==> src/ibfd_pkg.sv <==
// Shared constants for the servo-channel frame decoder.
// Used by the channel interfaces and the top level; depends on nothing.
`default_nettype none

package ibfd_pkg;

  localparam int CHANNELS_DEF = 14;
  localparam int CHANNELS_MAX = 30;

  localparam int BYTE_W  = 8;
  localparam int INDEX_W = 4;
  localparam int VALUE_W = 16;
  localparam int SUM_W   = 16;

  localparam logic [BYTE_W-1:0] SYNC_FIRST  = 8'h20;
  localparam logic [BYTE_W-1:0] SYNC_SECOND = 8'h40;
  localparam logic [SUM_W-1:0]  CSUM_BASE   = 16'hFFFF;

endpackage

`default_nettype wire

==> src/ibfd_ifs.sv <==
// Valid/ready channel interfaces: the received-byte channel and the channel-value result.
// Depends on ibfd_pkg for the field widths.
`default_nettype none

interface ibfd_byte_if
  import ibfd_pkg::*;
();
  logic              valid;
  logic              ready;
  logic [BYTE_W-1:0] rx_byte;

  modport source (output valid, output rx_byte, input ready);
  modport sink (input valid, input rx_byte, output ready);
endinterface

interface ibfd_chan_if
  import ibfd_pkg::*;
();
  logic               valid;
  logic               ready;
  logic [INDEX_W-1:0] channel_index;
  logic [VALUE_W-1:0] channel_value;
  logic               last_channel;

  modport source (output valid, output channel_index, output channel_value,
                  output last_channel, input ready);
  modport sink (input valid, input channel_index, input channel_value,
                input last_channel, output ready);
endinterface

`default_nettype wire

==> src/ibus_frame_decoder.sv <==
// Servo-channel frame decoder for a radio-control serial link.
//
// byte_i carries received bytes, one per beat. The decoder hunts for the sync
// pair 0x20 0x40 (a second 0x20 restarts the frame), stores the CHANNELS
// little-endian channel words in a channel RAM and keeps a 16-bit running sum.
// After the two checksum bytes it compares against 0xFFFF minus the sum; a
// good frame is played out on chan_o as CHANNELS beats of index and value,
// with last_channel set on the final one. A bad frame is dropped silently.
//
// byte_i is always ready while receiving. After the last checksum byte of a
// good frame, byte_i is held not ready while the RAM is read out: each
// channel is first read from the RAM and then offered as an output beat, and
// the next channel is not read until that beat is taken. A stalled receiver
// holds the current output beat in the RAM read register; the drain resumes
// when it is taken and byte_i reopens after the last beat.
// Reset returns to sync hunting with a cleared sum; the channel RAM is not
// cleared, since every entry is rewritten by a frame before it is read.
// Depends on ibfd_pkg, ibfd_ifs and ibfd_ram.
`default_nettype none

module ibus_frame_decoder
  import ibfd_pkg::*;
#(
  parameter int CHANNELS = CHANNELS_DEF
) (
  input  wire logic  clk_i,
  input  wire logic  rst_ni,
  ibfd_byte_if.sink  byte_i,
  ibfd_chan_if.source chan_o
);

  localparam int CH_AW    = (CHANNELS > 1) ? $clog2(CHANNELS) : 1;
  localparam int POS_W    = $clog2(2 * CHANNELS + 4);
  localparam int CSUM_POS = 2 * CHANNELS + 2;

  localparam logic [1:0] ST_RX  = 2'd0;
  localparam logic [1:0] ST_RD  = 2'd1;
  localparam logic [1:0] ST_OUT = 2'd2;

  logic [1:0]        state_q, state_d;
  logic [POS_W-1:0]  pos_q, pos_d;
  logic [SUM_W-1:0]  sum_q, sum_d;
  logic [BYTE_W-1:0] csum_lo_q, csum_lo_d;
  logic [BYTE_W-1:0] word_lo_q, word_lo_d;
  logic [CH_AW-1:0]  idx_q, idx_d;

  logic              byte_beat;
  logic [BYTE_W-1:0] b;
  logic [POS_W-1:0]  off;
  logic [POS_W-1:0]  ch_off;
  logic              ram_we;
  logic              ram_re;
  logic [VALUE_W-1:0] ram_wdata;
  logic [VALUE_W-1:0] ram_rdata;
  logic              idx_last;

  assign b         = byte_i.rx_byte;
  assign byte_beat = byte_i.valid && byte_i.ready;
  assign off       = pos_q - POS_W'(2);
  assign ch_off    = off >> 1;
  assign ram_wdata = {b, word_lo_q};
  assign ram_re    = (state_q == ST_RD);
  assign idx_last  = (idx_q == CH_AW'(CHANNELS - 1));

  always_comb begin
    state_d   = state_q;
    pos_d     = pos_q;
    sum_d     = sum_q;
    csum_lo_d = csum_lo_q;
    word_lo_d = word_lo_q;
    idx_d     = idx_q;
    ram_we    = 1'b0;

    case (state_q)
      ST_RX: begin
        if (byte_beat) begin
          if (pos_q == '0) begin
            if (b == SYNC_FIRST) begin
              sum_d = SUM_W'(b);
              pos_d = POS_W'(1);
            end
          end else if (pos_q == POS_W'(1)) begin
            if (b == SYNC_SECOND) begin
              sum_d = sum_q + SUM_W'(b);
              pos_d = POS_W'(2);
            end else if (b == SYNC_FIRST) begin
              sum_d = SUM_W'(b);
            end else begin
              pos_d = '0;
            end
          end else if (pos_q < POS_W'(CSUM_POS)) begin
            // hold the low byte, write the full word on the high byte
            if (!pos_q[0]) begin
              word_lo_d = b;
            end else begin
              ram_we = 1'b1;
            end
            sum_d = sum_q + SUM_W'(b);
            pos_d = pos_q + POS_W'(1);
          end else if (pos_q == POS_W'(CSUM_POS)) begin
            csum_lo_d = b;
            pos_d     = pos_q + POS_W'(1);
          end else begin
            pos_d = '0;
            if ({b, csum_lo_q} == (CSUM_BASE - sum_q)) begin
              idx_d   = '0;
              state_d = ST_RD;
            end
          end
        end
      end
      ST_RD: begin
        state_d = ST_OUT;
      end
      ST_OUT: begin
        if (chan_o.ready) begin
          if (idx_last) begin
            state_d = ST_RX;
          end else begin
            idx_d   = idx_q + CH_AW'(1);
            state_d = ST_RD;
          end
        end
      end
      default: begin
        state_d = ST_RX;
      end
    endcase
  end

  always_ff @(posedge clk_i or negedge rst_ni) begin
    if (!rst_ni) begin
      state_q   <= ST_RX;
      pos_q     <= '0;
      sum_q     <= '0;
      csum_lo_q <= '0;
      idx_q     <= '0;
    end else begin
      state_q   <= state_d;
      pos_q     <= pos_d;
      sum_q     <= sum_d;
      csum_lo_q <= csum_lo_d;
      idx_q     <= idx_d;
    end
  end

  always_ff @(posedge clk_i) begin
    word_lo_q <= word_lo_d;
  end

  ibfd_ram #(
    .WIDTH (VALUE_W),
    .DEPTH (CHANNELS),
    .AW    (CH_AW)
  ) u_chan_ram (
    .clk_i   (clk_i),
    .we_i    (ram_we),
    .waddr_i (ch_off[CH_AW-1:0]),
    .wdata_i (ram_wdata),
    .re_i    (ram_re),
    .raddr_i (idx_q),
    .rdata_o (ram_rdata)
  );

  assign byte_i.ready         = (state_q == ST_RX);
  assign chan_o.valid         = (state_q == ST_OUT);
  assign chan_o.channel_index = INDEX_W'(idx_q);
  assign chan_o.channel_value = ram_rdata;
  assign chan_o.last_channel  = idx_last;

endmodule

`default_nettype wire

==> src/ibfd_ram.sv <==
// Generic single-write, single-read RAM with a registered read port.
// Standalone; no package needed.
`default_nettype none

module ibfd_ram #(
  parameter int WIDTH = 16,
  parameter int DEPTH = 14,
  parameter int AW    = (DEPTH > 1) ? $clog2(DEPTH) : 1
) (
  input  wire logic             clk_i,
  input  wire logic             we_i,
  input  wire logic [AW-1:0]    waddr_i,
  input  wire logic [WIDTH-1:0] wdata_i,
  input  wire logic             re_i,
  input  wire logic [AW-1:0]    raddr_i,
  output logic      [WIDTH-1:0] rdata_o
);

  logic [WIDTH-1:0] mem_q [DEPTH];
  logic [WIDTH-1:0] rdata_q;

  always_ff @(posedge clk_i) begin
    if (we_i) begin
      mem_q[waddr_i] <= wdata_i;
    end
    if (re_i) begin
      rdata_q <= mem_q[raddr_i];
    end
  end

  assign rdata_o = rdata_q;

endmodule

`default_nettype wire
==> src/flat_wrapper.sv <==
// flat-port wrapper written by rule: the top's interface ports become plain ports
module ibus_frame_decoder_flat import ibfd_pkg::*;
#(
  parameter int CHANNELS = CHANNELS_DEF
)
  (clk_i, rst_ni, byte_i_valid, byte_i_rx_byte, byte_i_ready, chan_o_valid, chan_o_channel_index, chan_o_channel_value, chan_o_last_channel, chan_o_ready);
  ibfd_byte_if byte_i_i ();
  ibfd_chan_if chan_o_i ();
  input  wire logic clk_i;
  input  wire logic rst_ni;
  input wire logic [$bits(byte_i_i.valid)-1:0] byte_i_valid;
  input wire logic [$bits(byte_i_i.rx_byte)-1:0] byte_i_rx_byte;
  output wire logic [$bits(byte_i_i.ready)-1:0] byte_i_ready;
  output wire logic [$bits(chan_o_i.valid)-1:0] chan_o_valid;
  output wire logic [$bits(chan_o_i.channel_index)-1:0] chan_o_channel_index;
  output wire logic [$bits(chan_o_i.channel_value)-1:0] chan_o_channel_value;
  output wire logic [$bits(chan_o_i.last_channel)-1:0] chan_o_last_channel;
  input wire logic [$bits(chan_o_i.ready)-1:0] chan_o_ready;
  assign byte_i_i.valid = byte_i_valid;
  assign byte_i_i.rx_byte = byte_i_rx_byte;
  assign byte_i_ready = byte_i_i.ready;
  assign chan_o_valid = chan_o_i.valid;
  assign chan_o_channel_index = chan_o_i.channel_index;
  assign chan_o_channel_value = chan_o_i.channel_value;
  assign chan_o_last_channel = chan_o_i.last_channel;
  assign chan_o_i.ready = chan_o_ready;
  ibus_frame_decoder #(.CHANNELS(CHANNELS)) u_core (.clk_i(clk_i), .rst_ni(rst_ni), .byte_i(byte_i_i), .chan_o(chan_o_i));
endmodule
==> config.mk <==
export PLATFORM = sky130hd
export DESIGN_NAME = ibus_frame_decoder_flat
export DESIGN_NICKNAME = d
export VERILOG_FILES = /design/src/ibfd_pkg.sv /design/src/ibfd_ifs.sv /design/src/ibus_frame_decoder.sv /design/src/ibfd_ram.sv /design/src/flat_wrapper.sv
export SDC_FILE = /design/constraint.sdc
export NUM_CORES = 1
export LEC_CHECK = 0
export ABC_AREA = 1
export BUFFER_PORTS_ARGS = -buffer_cell sky130_fd_sc_hd__buf_4
export CAP_MARGIN = 40
export CELL_PAD_IN_SITES_DETAIL_PLACEMENT = 0
export CELL_PAD_IN_SITES_GLOBAL_PLACEMENT = 1
export CORE_MARGIN = 1
export CORE_UTILIZATION = 45
export DETAILED_ROUTE_END_ITERATION = 8
export PLACE_DENSITY_LB_ADDON = 0.1
export SYNTH_ARGS = -nofsm -noshare
export SYNTH_HDL_FRONTEND = slang
export SYNTH_SLANG_ARGS = --single-unit
==> constraint.sdc <==
create_clock -name clk_i -period 7.45 [get_ports clk_i]
set_clock_uncertainty 0.05 [all_clocks]
set_input_delay 0.745 -clock clk_i [delete_from_list [all_inputs] [get_ports clk_i]]
set_output_delay 0.745 -clock clk_i [all_outputs]
set_load 0.05 [all_outputs]
; Word level (Yosys, flattened, before mapping)
; Memory sizes are Yosys's and may differ from the RTL's. A register that Yosys moved wholly into a read port is not among the register bits.
; Cells that the tools add are included.
[word_totals]
register_bits = 43
latch_bits = 0
ram_bits = 224
mem_bits_ro = 0
in_bits = 12
out_inout_bits = 23
elab_cells = 84
mem_count = 1
[classes]
n_addsub = 5
n_mul = 0
n_div = 0
magnitude_cmp = 1
n_eq_ne = 18
shifts = 0
n_mux = 38
n_bitwise = 4
n_reduce_logical = 11
[mem_list]
columns = memory, words, width, read_ports, rd_clocked_by_memory_dff, wr, line
row1 = u_core.u_chan_ram.mem_q, 14, 16, 1, 1, 1, ibfd_ram.sv:19  ; logic [WIDTH-1:0] mem_q [DEPTH];
[op_table]
columns = op, n
row1 = $mux W16, 5
row2 = $mux W5, 7
row3 = $mux W4, 8
row4 = $add A16 B8 Y16, 1
row5 = $eq A16 B16 Y1, 1
row6 = $ne A2 B2 Y1 const B, 8
row7 = $sub A16 B16 Y16 const A, 1
row8 = $mux W2, 7
row9 = $reduce_and A6 Y1, 2
row10 = $mux W1, 9
row11 = $reduce_and A9 Y1, 1
row12 = $eq A8 B6 Y1 const B, 1
row13 = $eq A8 B7 Y1 const B, 1
row14 = $pmux W4 S2, 1
row15 = $reduce_and A7 Y1, 1
row16 = $pmux W2 S3, 1
row17 = $add A5 B1 Y5 const B, 1
row18 = $eq A5 B1 Y1 const B, 1
row19 = $eq A5 B5 Y1 const B, 1
row20 = $logic_not A5 Y1, 1
row21 = $lt A5 B5 Y1 const B, 1
row22 = $sub A5 B2 Y5 const B, 1
row23 = $add A4 B1 Y4 const B, 1
row24 = $eq A4 B4 Y1 const B, 1
row25 = other kinds (11), 14

; Depth between registers and ports, before layout
; Gate-level depths: netlist of run 1.
[logic_depth]
word_depth = 9
depth_mapped = 12
mapped_depth_nobuf = 12

; Modules after synthesis
; From an unflattened synthesis of run 1, not the netlist that was laid out.
[unflattened]
hier_cells = 1306
area_unflattened_um2 = 12971.2
[by_module_without_submodules]
columns = mod, instances, cells_per_inst, area_each_um2, seq_area_each_um2
row1 = ibfd_ram, 1, 879, 9899.5, 7206.9
row2 = ibus_frame_decoder, 1, 427, 3071.7, 1116.1

; Worst setup path after synthesis of run 1
; No wires, ideal clock.
[synth_path]
path_kind = reg2reg
start = register u_core.state_q[0]
end = memory u_core.u_chan_ram.mem_q[7][0] (enable)
setup_time_ps = 430
t_arrival_ps = 2869
required_time_ps = 6970
path_slack_ps = 4101
stages_incl_launch_ff = 8
path_buffers = 0
synth_period_minus_slack_ps = 3349
path_cell_list = dfrtp_1 nor2_4 nand2_2 nor2_4 inv_2 nor2_8 inv_2 nor4_1
[synth_between]
elab_chain_cells = 6
[synth_rtl]
columns = element, line
row1 = from (decl), ibus_frame_decoder.sv:40  ; logic [1:0] state_q, state_d;
row2 = from (signal assigned), ibus_frame_decoder.sv:139  ; state_q <= state_d;
row3 = $logic_not A2 Y1 *, ibus_frame_decoder.sv:165  ; assign byte_i.ready = (state_q == ST_RX);
row4 = net byte_i_ready, flat_wrapper.sv:13  ; output wire logic [$bits(byte_i_i.ready)-1:0] byte_i_ready;
row5 = $logic_and A1 B1 Y1, ibus_frame_decoder.sv:58  ; assign byte_beat = byte_i.valid && byte_i.ready;
row6 = $mux W1, ibus_frame_decoder.sv:76  ; if (byte_beat) begin
row7 = $mux W1 *, ibus_frame_decoder.sv:74  ; case (state_q)
row8 = $mux W1 *, ibfd_ram.sv:23  ; if (we_i) begin
row9 = $mux W1 (implied by the code) *, ibfd_ram.sv:24  ; mem_q[waddr_i] <= wdata_i;
row10 = to (decl), ibfd_ram.sv:19
; Mark *: on every way through the listed nets, which the timed path passes. The rest lies on a longest branch.

; Worst setup path after layout of run 1
[layout_path]
start = register u_core.idx_q[0] (netlist: u_core.chan_o.channel_index[0])
end = output port chan_o_channel_index[0]
[layout_lines]
columns = element, line
row1 = from (decl), ibus_frame_decoder.sv:45  ; logic [CH_AW-1:0] idx_q, idx_d;
row2 = from (signal assigned), ibus_frame_decoder.sv:143  ; idx_q <= idx_d;
row3 = to (decl), flat_wrapper.sv:15  ; output wire logic [$bits(chan_o_i.channel_index)-1:0] chan_o_channel_index;
; No word-level cell between the ends.

==> impl.org, run 1 <==
** Logic synthesis
- After synthesis the cells add up to 12,100 µm².
- Part of the Yosys area used for sequential elements :: 68.5%
- The average instance in the mapped netlist occupies between 10 and 15 µm².
- In this run, synthesis produced a sequential element count of about 280.
- The Yosys step of the flow raised 0 warnings.
- Post-synthesis async set-or-reset flop share :: ~12%
- The most used flip-flop cell after synthesis is edfxtp_1.
- Yosys top cell area share :: about three fifths
- The number of nets in the synthesized netlist is between 1,000 and 1,500.
- Post-synth top area cell :: edfxtp_1
- Count of mapped cells out of synthesis :: between 1,000 and 1,500
- Number of enable flip-flop cells after synthesis :: roughly 250
- In the post-synthesis netlist, the biggest area contributors are edfxtp_1 61%, dfrtp_1 7.2%, o21ai_0 6.1%.
- Counting distinct cell types in the post-synthesis netlist gives 40.

** Power and ir drop
- VDD sags by at most 0.211 mV.
- Leakage power figure :: around 5 nW
- For this design the ratio of total power to cell area is roughly 310 nW/µm².

** Place
- Number of buffer cells added on primary ports :: 34
- Detailed placement HPWL :: ~20,000 µm
- The congestion estimate from routability-driven global placement came to approximately 0.86.

** Flow run
- Max-cap violations in this run came to 0.

** Route
- Overall via count from detail_route :: 8,134
- For this run, design rule violations remaining after detail routing come to 2.
- Via-per-instance ratio :: around 5.6
- For this run, the detailed router's first-pass iteration total came to 7.
- The detail route stage leaves a number of antenna-violating nets equal to 0.
- After detailed routing, the total wire length is around 31,000 µm.
- After detailed routing, the average wire length per cell comes to 21.5 µm.
- After the first detailed-routing iteration, the DRC count stood at 774.

** STA
- Final hold vios :: 0
- Unrepaired setup endpoints after global routing :: no
- Number of setup violations in the final report :: 0
- Timing would allow up to 326 MHz.
- Worst slew margin :: roughly 41%
- Share of the clock period used by the worst path after layout :: between 40% and 50%
- Setup total negative slack on the finished layout was measured at 0 ps.
- The max-slew violation count was 0.
- For the pin with the worst max-slew slack, the measured transition is between 800 and 900 ps.
- Minimum clock period after layout :: about 3100 ps

** Critical path
- STA classifies the critical path endpoint as an output port.
- Startpoint Class :: register
- Data on the critical path arrives at its endpoint at 2280 ps.
- Crit Path Max Fanout :: a little under 90
- Standard cell with the maximum stage delay on the critical path :: buf_4
- The critical path is of the register to output port type.
- Cell Chain, Critical Path :: buf_4 > buf_4
- Critical path startpoint :: u_core.chan_o.channel_index[0]
- Origin of the critical flop-to-flop path :: u_core.pos_q[0]
- Max stage delay on crit path :: between 700 and 800 ps
- For the worst setup path, the data required time is around 6700 ps.
- The most numerous cell type found on the critical path is buf_4.

** Clock tree
- Sinks on Clock Net :: approximately 280
- Gates resized, CTS repair :: 0
- H-tree levels :: 1
- Cts bufs inserted :: 29
- Clock Pin Slew Worst Setup and Hold Paths :: around 60 ps
- The later pin in the worst-skew pair is clocked with a latency of 540 ps.
- Number of buffers between clock root and the deepest sink :: 3
- Postcts setup bufs :: 0
- CTS root buffer :: clkbuf_16
- TritonCTS clock tree :: built
- Buffers inserted to repair hold after CTS numbered 0.

** Finish
- Compared with the post-synthesis result, the final layout area differs by 14.1%.
- In the final layout, the share of cells above drive strength 1 is 12.2%.
- For this run, the share of the core covered by cells in the final layout is 52.7%.
- Commonest non-fill, non-tap cell in the layout :: edfxtp_1
- # diodes :: 0
- Nets :: between 1,000 and 1,500
- Commonest non-fill, non-tap cells in the layout :: 248 x edfxtp_1, 164 x nor2_1, 147 x o21ai_0, 132 x nand2_1, 59 x inv_1

** Floorplanning
- Row generation in the floorplan step produced slightly below 60 rows.
- The region available for standard cell placement spans around 26,000 µm².
- For this configuration, the core starts out at a cell density of 46.2%.
- I/O pin total :: 35
- Die height :: roughly 170 µm
- Die Footprint :: 27,700 µm²
- Die boundary width :: between 150 and 200 µm

** Status
- The final reports fail on design-rule violations.
- Status :: finished with violations

** Global route
- All-Layer GR Usage :: a little under a quarter
- Remaining Overflow, GRT :: 0
- Antenna violations before repair :: 0
- Largest net degree at the start of global routing :: 89
- Wire length of the first global-routing pass :: between 40,000 and 50,000 µm
- Via count of the first global-routing pass :: between 8,000 and 9,000

** Min path
- The tightest min-delay check is of the primary input to asynchronous set/reset pin type.
## stage by stage
stage	power [W]	instances	worst slack [ps]	area, µm²	hold slack (ps)
final	0.00423	1453	4380	13900	121
after detailed placement	0.00285	1400	4460	12900	451
after global routing	0.00443	1453	4210	13900	148
after floorplan	0.00257	1058	4100	12100	399
after CTS	0.00426	1453	4390	13900	125
after global placement	0.00283	1384	4420	12700	450
## Yosys cell counts, types with 2 or more instances
| cell | number |
|---|---|
| a211oi_1 | 6 |
| a21oi_1 | 31 |
| buf_1 | 3 |
| buf_2 | 9 |
| buf_6 | 2 |
| clkbuf_1 | 36 |
| dfrtp_1 | 35 |
| edfxtp_1 | 248 |
| ha_1 | 14 |
| inv_1 | 59 |
| inv_2 | 6 |
| nand2_1 | 132 |
| nand2_2 | 2 |
| nand3_1 | 39 |
| nand3_2 | 4 |
| nand4_1 | 8 |
| nor2_1 | 178 |
| nor2_4 | 4 |
| nor3_1 | 6 |
| nor3_4 | 2 |
| o211ai_1 | 6 |
| o21ai_0 | 147 |
| o21ai_1 | 5 |
| o221ai_1 | 26 |
| o22ai_1 | 24 |
| xnor2_1 | 5 |
| xor2_1 | 8 |
## final timing paths
check                                                      end  slack (ps)  depth (start not counted)
worst max-delay path                   chan_o_channel_index[0]        4380                          2
worst min-delay path                           u_core.sum_q[3]         120                          1
worst max register to register   u_core.u_chan_ram.mem_q[0][3]        4480                          9
worst min register to register             u_core.csum_lo_q[4]         470                          2
max in group asynchronous       u_core.chan_o.channel_index[0]        6810                          1
min in group clk_i                         u_core.csum_lo_q[4]         470                          2
## cells by family after synthesis
logic type	Yosys count	synth area share [%]
compound gates	252	11.8
xor+xnor	13	0.937
fa+ha+maj	15	1.61
buf+inv	115	3.77
flops	283	68.5
simple gates	380	13.3
## critical path, delay by kind of cell, from the launching register on
kind | cells | cell delay [ps]
flip-flops | 1 | 590
buffers and inverters | 2 | 1070
## metal layers
layer | up-vias | wire length [µm] | track usage [%]
met1 | 4009 | 14000 | 32.4
met4 | 0 | 894 | 7.29
met3 | 47 | 1630 | 3.41
met5 | - | 0 | 0
li1 | 3860 | - | -
met2 | 218 | 14700 | 36.8
## registers in the layout, summed over array words and instances, names as in the netlist
signal and cells:
u_core.u_chan_ram.mem_q 224, u_core.sum_q 16, u_core.state_q 2, u_core.csum_lo_q 8, u_core.pos_q 5, u_core.u_chan_ram.rdata_o 16
u_core.chan_o.channel_index 4, u_core.word_lo_q 8
## area by class of cell
type / count / area [µm²]
fill: 2315 / 12400
sequential: 283 / 8330
multi-input combinational: 660 / 3410
clock buffer: 37 / 766
timing repair buffer: 57 / 537
tap: 335 / 419
inverter: 65 / 245
clock inverter: 16 / 153
## power by group
part	total, W	switching (W)	leakage (nW)	internal [W]
logic	0.000791	0.000543	1.85	0.000248
clock network	0.00142	0.000590	0.453	0.000826
registers	0.00202	0.000144	2.69	0.00188
total	0.00423	0.00128	4.99	0.00295
Note: power is estimated with default switching activity, not from simulation.
==> run 2: changes to the inputs <==
==> constraint.sdc (replaced) <==
create_clock -name clk_i -period 2.5 [get_ports clk_i]
set_clock_uncertainty 0.05 [all_clocks]
set_input_delay 0.25 -clock clk_i [delete_from_list [all_inputs] [get_ports clk_i]]
set_output_delay 0.25 -clock clk_i [all_outputs]
set_load 0.05 [all_outputs]
==> impl.org, run 2 (synthesis gave the netlist of run 1 again) <==
** Route
- Dividing the detail-routed wire length by the instance count gives between 20 and 25 µm.
- Dividing the detail-routed via count by the number of cells gives 5.48.
- Overall via count from detail_route :: roughly 8,100
- First-iteration detailed-routing DRC count :: 602
- Detail Route Antenna Nets :: 0
- The pre-antenna-repair detailed-routing pass consisted of 7 iterations.
- For this block, the routed nets add up to 30,700 µm of wire.
- Number of DRC violations after detailed routing :: 1

** Place
- Routability-driven placement finished with a final weighted congestion of around 0.83.
- Timing analysis after detailed placement gives a worst setup slack of 174 ps.
- Detailed placement ended at an HPWL of a little under 20,000 µm.
- Number of buffer cells added on primary ports :: 34

** Critical path
- Counting both buffers and inverters, the worst setup path holds a total of 4.
- Cell Chain, Critical Path :: inv_1 > ha_1 > nand3_2 > inv_1 > nor2_8 > inv_2 > nor3_4 > nand2_1 > nor2_2 > buf_4
- FF-to-FF setup slack :: ~170 ps
- For this design, the slowest cell found on the critical path is dfrtp_1.
- Crit Path Max Fanout :: 7
- STA puts the critical path data required time at between 2000 and 3000 ps.
- The startpoint identified for the worst register-to-register timing path is u_core.pos_q[1].
- The endpoint identified for the worst register-to-register timing path is u_core.u_chan_ram.mem_q[4][5].
- The critical path ends at u_core.u_chan_ram.mem_q[4][5].
- Max stage delay on crit path :: 450 ps
- Worst path most repeated cell :: inv_1
- Grouping stages by cell kind, the critical path spends the most delay in simple AND/OR/NAND/NOR gates.
- Data on the critical path arrives at its endpoint at between 2000 and 3000 ps.
- The critical path crosses 10 cells after its start point.
- CP endpoint kind :: register
- The worst register-to-register path has a depth of 10.
- Critical path startpoint :: u_core.pos_q[1]
- The worst setup path is launched from a register.
- Crit Path Class :: register to register

** Flow run
- The tool flagged a number of max-cap violations equal to 0.

** Min path
- Hold crit path type :: primary input to register

** Power and ir drop
- Cell-internal power :: around 0.009 W
- Across the VDD grid, the largest voltage drop is around 0.61 mV.
- The design draws ~0.013 W.
- The clock network accounts for 33.1% of the total power.
- Net switching is between 30% and 40% of the power.
- Leakage power figure :: 5.18 nW
- Combinational Power Share :: approximately 20%
- The share of total power dissipated in sequential elements is a little under half.
- Sw power :: a little under 0.004 W
- Power per standard cell area :: 898 nW/µm²

** Finish
- Largest register FFs :: between 200 and 250
- Leaving out fill and tap cells, the most frequent cell in the layout is edfxtp_1.
- Commonest non-fill, non-tap cells in the layout :: 248 x edfxtp_1, 164 x nor2_1, 147 x o21ai_0, 132 x nand2_1, 64 x buf_4
- Number of fill cells in the layout :: 2,236
- From synthesis to final layout, the design area changed by 17.0%.
- # diodes :: 0
- Register with the highest flop count :: u_core.u_chan_ram.mem_q
- Fraction of layout instances using a drive strength above 1 :: ~14%
- The final layout contains around 1,200 nets.

** STA
- Share of the clock period used by the worst path after layout :: 93.3%
- Fmax achieved :: roughly 430 MHz
- Measured against its own limit, the worst slew margin works out to between 50 and 60%.
- The final number of hold-violating endpoints came to 0.
- Worst hold margin :: 45.5 ps
- Final critical-path setup slack :: ~170 ps
- Subtracting the final worst setup slack from the clock period gives 2330 ps.
- Unrepaired setup endpoints after global routing :: no
- Number of setup violations in the final report :: 0
- Max Slew Vio Count :: 0
- For the pin with the worst max-slew slack, the measured transition is ~650 ps.

** Clock tree
- The clock passes through at most 3 buffers.
- CTS built an H-tree with a depth of 1.
- Clock Pin Slew Worst Setup and Hold Paths :: around 60 ps
- TritonCTS clock tree :: built
- At the later pin of the worst-skew pair, clock insertion delay measures approximately 550 ps.
- The clock drives 283 sinks.
- Counting the buffers created by CTS gives 30.
- CTS root buffer :: clkbuf_16
- Postcts setup bufs :: 0

** Floorplanning
- The floorplan has a little under 60 rows.
- Die boundary width :: approximately 170 µm
- I/O pin total :: 35
- Die height :: about 170 µm
- Once the floorplan was initialized, standard cells occupied 46.2% of the core.
- The core region is between 20,000 and 30,000 µm².
- Die Footprint :: between 20,000 and 30,000 µm²

** Global route
- In the global route stage, overall resource usage came out at 22.5%.
- Antenna violations before repair :: 0
- Largest net degree at the start of global routing :: slightly above 90
- After global routing the overflow that remains totals 0.
- Via count of the first global-routing pass :: around 8,100
- The first global-routing pass estimated approximately 47,000 µm of wire.

** Status
- The run finished, with violations left.
- Violations in the final reports :: design-rule violations
-- run 2: changes by cell type in the layout (fill, tap and decap cells not counted), sizes merged --
| cell | delta |
|---|---|
| clkinv | +9 |
| buf | +25 |
| bufinv | -1 |
| dlygate4sd3 | +2 |
| clkinvlp | -1 |
| clkbuf | -4 |
-- run 2: metrics by stage --
step | utilization (%) | TNS (ps) | cell area [µm²] | cells
finish | 54.1 | 0 | 14200 | 1483
global route | 54.1 | 0 | 14200 | 1483
CTS | 54.1 | 0 | 14200 | 1483
detailed placement | 50.4 | 0 | 13200 | 1425
global placement | 50.4 | 0 | 13200 | 1425
floorplan | - | -40030 | 12200 | 1058
-- run 2: worst min path at each step --
stage,start,endpoint,slack (ps),depth (start not counted)
global placement,rst_ni,u_core.csum_lo_q[4],200,1
detailed placement,rst_ni,u_core.csum_lo_q[4],210,1
finish,byte_i_rx_byte[1],u_core.u_chan_ram.mem_q[12][9],50,1
global route,byte_i_rx_byte[1],u_core.u_chan_ram.mem_q[6][9],30,1
floorplan,rst_ni,u_core.chan_o.channel_index[0],-100,0
CTS,byte_i_rx_byte[1],u_core.u_chan_ram.mem_q[6][9],30,1
-- run 2: repair_timing --
action	in CTS	in global routing
setup endpoints to repair	0	3
hold endpoints to repair	41	0
hold buffers	2	0
gates resized for setup	0	1
-- run 2: metal layers --
layer	track usage [%]	part of all wire [%]	wire, µm
met1	30.6	44	13600
met2	37.8	48	14800
met3	2.72	4.6	1420
met4	7.53	2.8	852
met5	0	0	0
-- run 2: area by class of cell --
class	instances	area, µm²	share of cell area (%)
inverter	65	245	1.73
clock inverter	23	159	1.12
tap	335	419	2.95
sequential	283	8330	58.6
timing repair buffer	84	861	6.06
clock buffer	33	783	5.51
multi-input combinational	660	3420	24.1
-- run 2: power by group through the flow --
| stage | Clock [W] | Sequential, W | Combinational, W |
|---|---|---|---|
| 4_1_cts | 0.00431 | 0.00598 | 0.00257 |
| 3_5_place_dp | 0 | 0.00608 | 0.00256 |
| 2_1_floorplan | 0 | 0.00591 | 0.00175 |
| 6_report | 0.00422 | 0.00599 | 0.00256 |
| 5_1_grt | 0.00448 | 0.00603 | 0.00289 |
| 3_3_place_gp | 0 | 0.00607 | 0.00256 |
==> run 3: changes to the inputs <==
--- a/config.mk
+++ b/config.mk
@@ -14,6 +14,7 @@
 export CORE_UTILIZATION = 45
 export DETAILED_ROUTE_END_ITERATION = 8
 export PLACE_DENSITY_LB_ADDON = 0.1
+export SETUP_SLACK_MARGIN = 0.15
 export SYNTH_ARGS = -nofsm -noshare
 export SYNTH_HDL_FRONTEND = slang
 export SYNTH_SLANG_ARGS = --single-unit
==> constraint.sdc (replaced) <==
create_clock -name clk_i -period 2 [get_ports clk_i]
set_clock_uncertainty 0.05 [all_clocks]
set_input_delay 0.2 -clock clk_i [delete_from_list [all_inputs] [get_ports clk_i]]
set_output_delay 0.2 -clock clk_i [all_outputs]
set_load 0.05 [all_outputs]
==> impl.org, run 3 (synthesis gave the netlist of run 1 again) <==
** Route
- The detail route stage leaves a number of antenna-violating nets equal to 0.
- Number of DRC violations after detailed routing :: 1
- Average wire per cell in the routed design :: between 20 and 25 µm
- Dividing the detail-routed via count by the number of cells gives between 5 and 6.
- The first detailed-routing pass ran for 9 iterations.
- Total Wirelength :: ~35,000 µm
- First-iteration detailed-routing DRC count :: around 670
- Overall via count from detail_route :: between 8,000 and 9,000

** Status
- Status :: finished with violations
- The checks that failed: design-rule violations, negative setup slack.

** Finish
- Fraction of layout instances using a drive strength above 1 :: a little over a quarter
- Nets :: 1,246
- Commonest non-fill, non-tap cells in the layout :: 248 x edfxtp_1, 143 x nor2_1, 125 x nand2_1, 114 x o21ai_0, 114 x buf_4
- The register with the most flip-flops in the layout has 224 of them.
- For this run, the share of the core covered by cells in the final layout is 61.3%.
- Relative to the synthesized area, the layout overhead comes to 32.6%.
- Leaving out fill and tap cells, the most frequent cell in the layout is edfxtp_1.
- The count of cells in the finished layout, fillers not included, comes to approximately 1,600.
- Counting flops per register, the top entry is u_core.u_chan_ram.mem_q.
- # diodes :: 0

** STA
- Setup repair after global routing could not meet its margin everywhere.
- Derived from the worst setup path, the maximum achievable clock frequency is 466 MHz.
- In the post-route analysis, the smallest setup slack over all paths is -147 ps.
- For the pin with the worst max-slew slack, the measured transition is 691 ps.
- The worst pin sits at a relative slew slack of 53.9%.
- The max-slew violation count is 0.
- Share of the clock period used by the worst path after layout :: 107%
- Final hold vios :: 0
- Minimum clock period after layout :: 2150 ps
- Setup violations remaining at the end of the flow were counted as about 220.

** Critical path
- Startpoint Class :: register
- The critical path is of the register to register type.
- Cell Chain, Critical Path :: inv_2 > ha_1 > nand3_2 > inv_2 > nor2_8 > inv_4 > nor3_4 > buf_4 > nand3_4 > buf_4 > nor2_4 > buf_12
- Max stage delay on crit path :: approximately 410 ps
- CP endpoint kind :: register
- Standard cell with the maximum stage delay on the critical path :: dfrtp_1
- For the worst setup path, the data arrival time is 2350 ps.
- Crit Path Max Fanout :: 16
- Required time at the worst-slack endpoint :: 2200 ps

** Clock tree
- The root buffer cell chosen for the clock tree is clkbuf_16.
- Cts bufs inserted :: 30
- Clock Pin Slew Worst Setup and Hold Paths :: about 60 ps
- TritonCTS clock tree :: built
- CTS built an H-tree with a depth of 1.
- For this design, the sink count on the clock tree is around 280.
- The clock passes through at most 3 buffers.
- Clock Latency Late Sink :: between 500 and 600 ps

** Floorplanning
- Effective utilization at floorplan :: 46.2%
- In this run the vertical extent of the chip is approximately 170 µm.
- The floorplan has 59 rows.
- Die boundary width :: between 150 and 200 µm
- I/O pin total :: 35
- Die Footprint :: 27,700 µm²
- Placeable core region :: between 20,000 and 30,000 µm²

** Place
- Number of cells after detailed placement :: approximately 1,500
- RePlAce Congestion :: about 0.86
- Pre-CTS setup slack :: -142 ps
- Detailed placement HPWL :: roughly 21,000 µm
- Buffers placed on the I/O ports in this run total 34.

** Power and ir drop
- Worst voltage drop across the vdd grid :: about 0.73 mV
- Leakage power figure :: 5.93 nW
- For this design the ratio of total power to cell area is between 1000 and 1500 nW/µm².

** Global route
- Largest net degree at the start of global routing :: 36
- The number of global-route vias before repair came to between 8,000 and 9,000.
- For this run, the total global-route usage over all layers was measured as between 20 and 30%.
- Wire length of the first global-routing pass :: approximately 54,000 µm
- The number of antenna violations at the first check in global routing is 0.
- Remaining Overflow, GRT :: 0

** Flow run
- Reported max-cap violation count :: 0

** Min path
- Hold crit path type :: primary input to register
[run 3: cell types whose count changed in the layout (fill, tap and decap cells not counted), moves of 8 or more]
cell,delta
nor2_1,-21
o21ai_2,+9
clkinv_1,-8
buf_6,+16
buf_16,+16
o221ai_1,-10
o21ai_1,+20
buf_4,+50
nor2_4,+22
o221ai_2,+9
o21ai_0,-33
[run 3: worst paths after layout]
kind / slack [ps] / cells past startpoint / start / endpoint
setup / recovery: -150 / 12 / u_core.pos_q[1] / u_core.u_chan_ram.mem_q[13][0]
hold / removal: 10 / 3 / byte_i_rx_byte[4] / u_core.csum_lo_q[4]
setup reg to reg: -150 / 12 / u_core.pos_q[1] / u_core.u_chan_ram.mem_q[13][0]
hold reg to reg: 470 / 2 / u_core.csum_lo_q[4] / u_core.csum_lo_q[4]
max in group asynchronous: 1400 / 2 / rst_ni / u_core.chan_o.channel_index[0]
min in group asynchronous: 100 / 2 / rst_ni / u_core.sum_q[4]
[run 3: power by group]
group          total [W]  switching [W]  internal [W]
Clock            0.00634        0.00234       0.00401
Sequential       0.00745       0.000457       0.00699
Combinational    0.00458        0.00268       0.00191
[run 3: stage by stage]
| stage | setup TNS, ps | hold WS, ps | power [W] | area (µm²) |
|---|---|---|---|---|
| after floorplan | -99890 | -146 | 0.00968 | 12300 |
| after global placement | -8340 | 159 | 0.0112 | 13800 |
| after detailed placement | -18580 | 159 | 0.0112 | 13800 |
| after CTS | -19390 | 2.46 | 0.0184 | 16100 |
| after global routing | -44290 | 25.6 | 0.0192 | 16100 |
| final | -25040 | 14.2 | 0.0184 | 16100 |
[run 3: timing repair]
action                     CTS  global route
hold endpoints to repair    68             0
gates cloned                14             0
buffers inserted            21             2
pin swaps                   39             2
resized for setup          173             1
setup endpoints to repair  266           276
hold buffers                 7             0
[run 3: layout make-up]
cell class / count / area (µm²)
fill: 2064 / 10200
sequential: 283 / 8330
multi-input combinational: 660 / 3890
timing repair buffer: 179 / 2050
clock buffer: 35 / 791
tap: 335 / 419
clock inverter: 21 / 350
inverter: 65 / 277
[run 3: critical path: cells and delay by family, from the launching register on]
family,cells,cell delay [ps]
and+or+nand+nor,5,540
buffers and inverters,6,650
DFF,1,410
adders and majority gates,1,190
[run 3: layer usage]
layer	vias to the layer above	share of wire (%)	wire length, µm	GRT usage (%)
met5	-	0	0	0
met4	0	2.2	750	6.56
met3	44	4.8	1660	3.12
met2	238	50	17300	44.3
met1	4344	43	15000	34.8
li1	4141	-	-	-
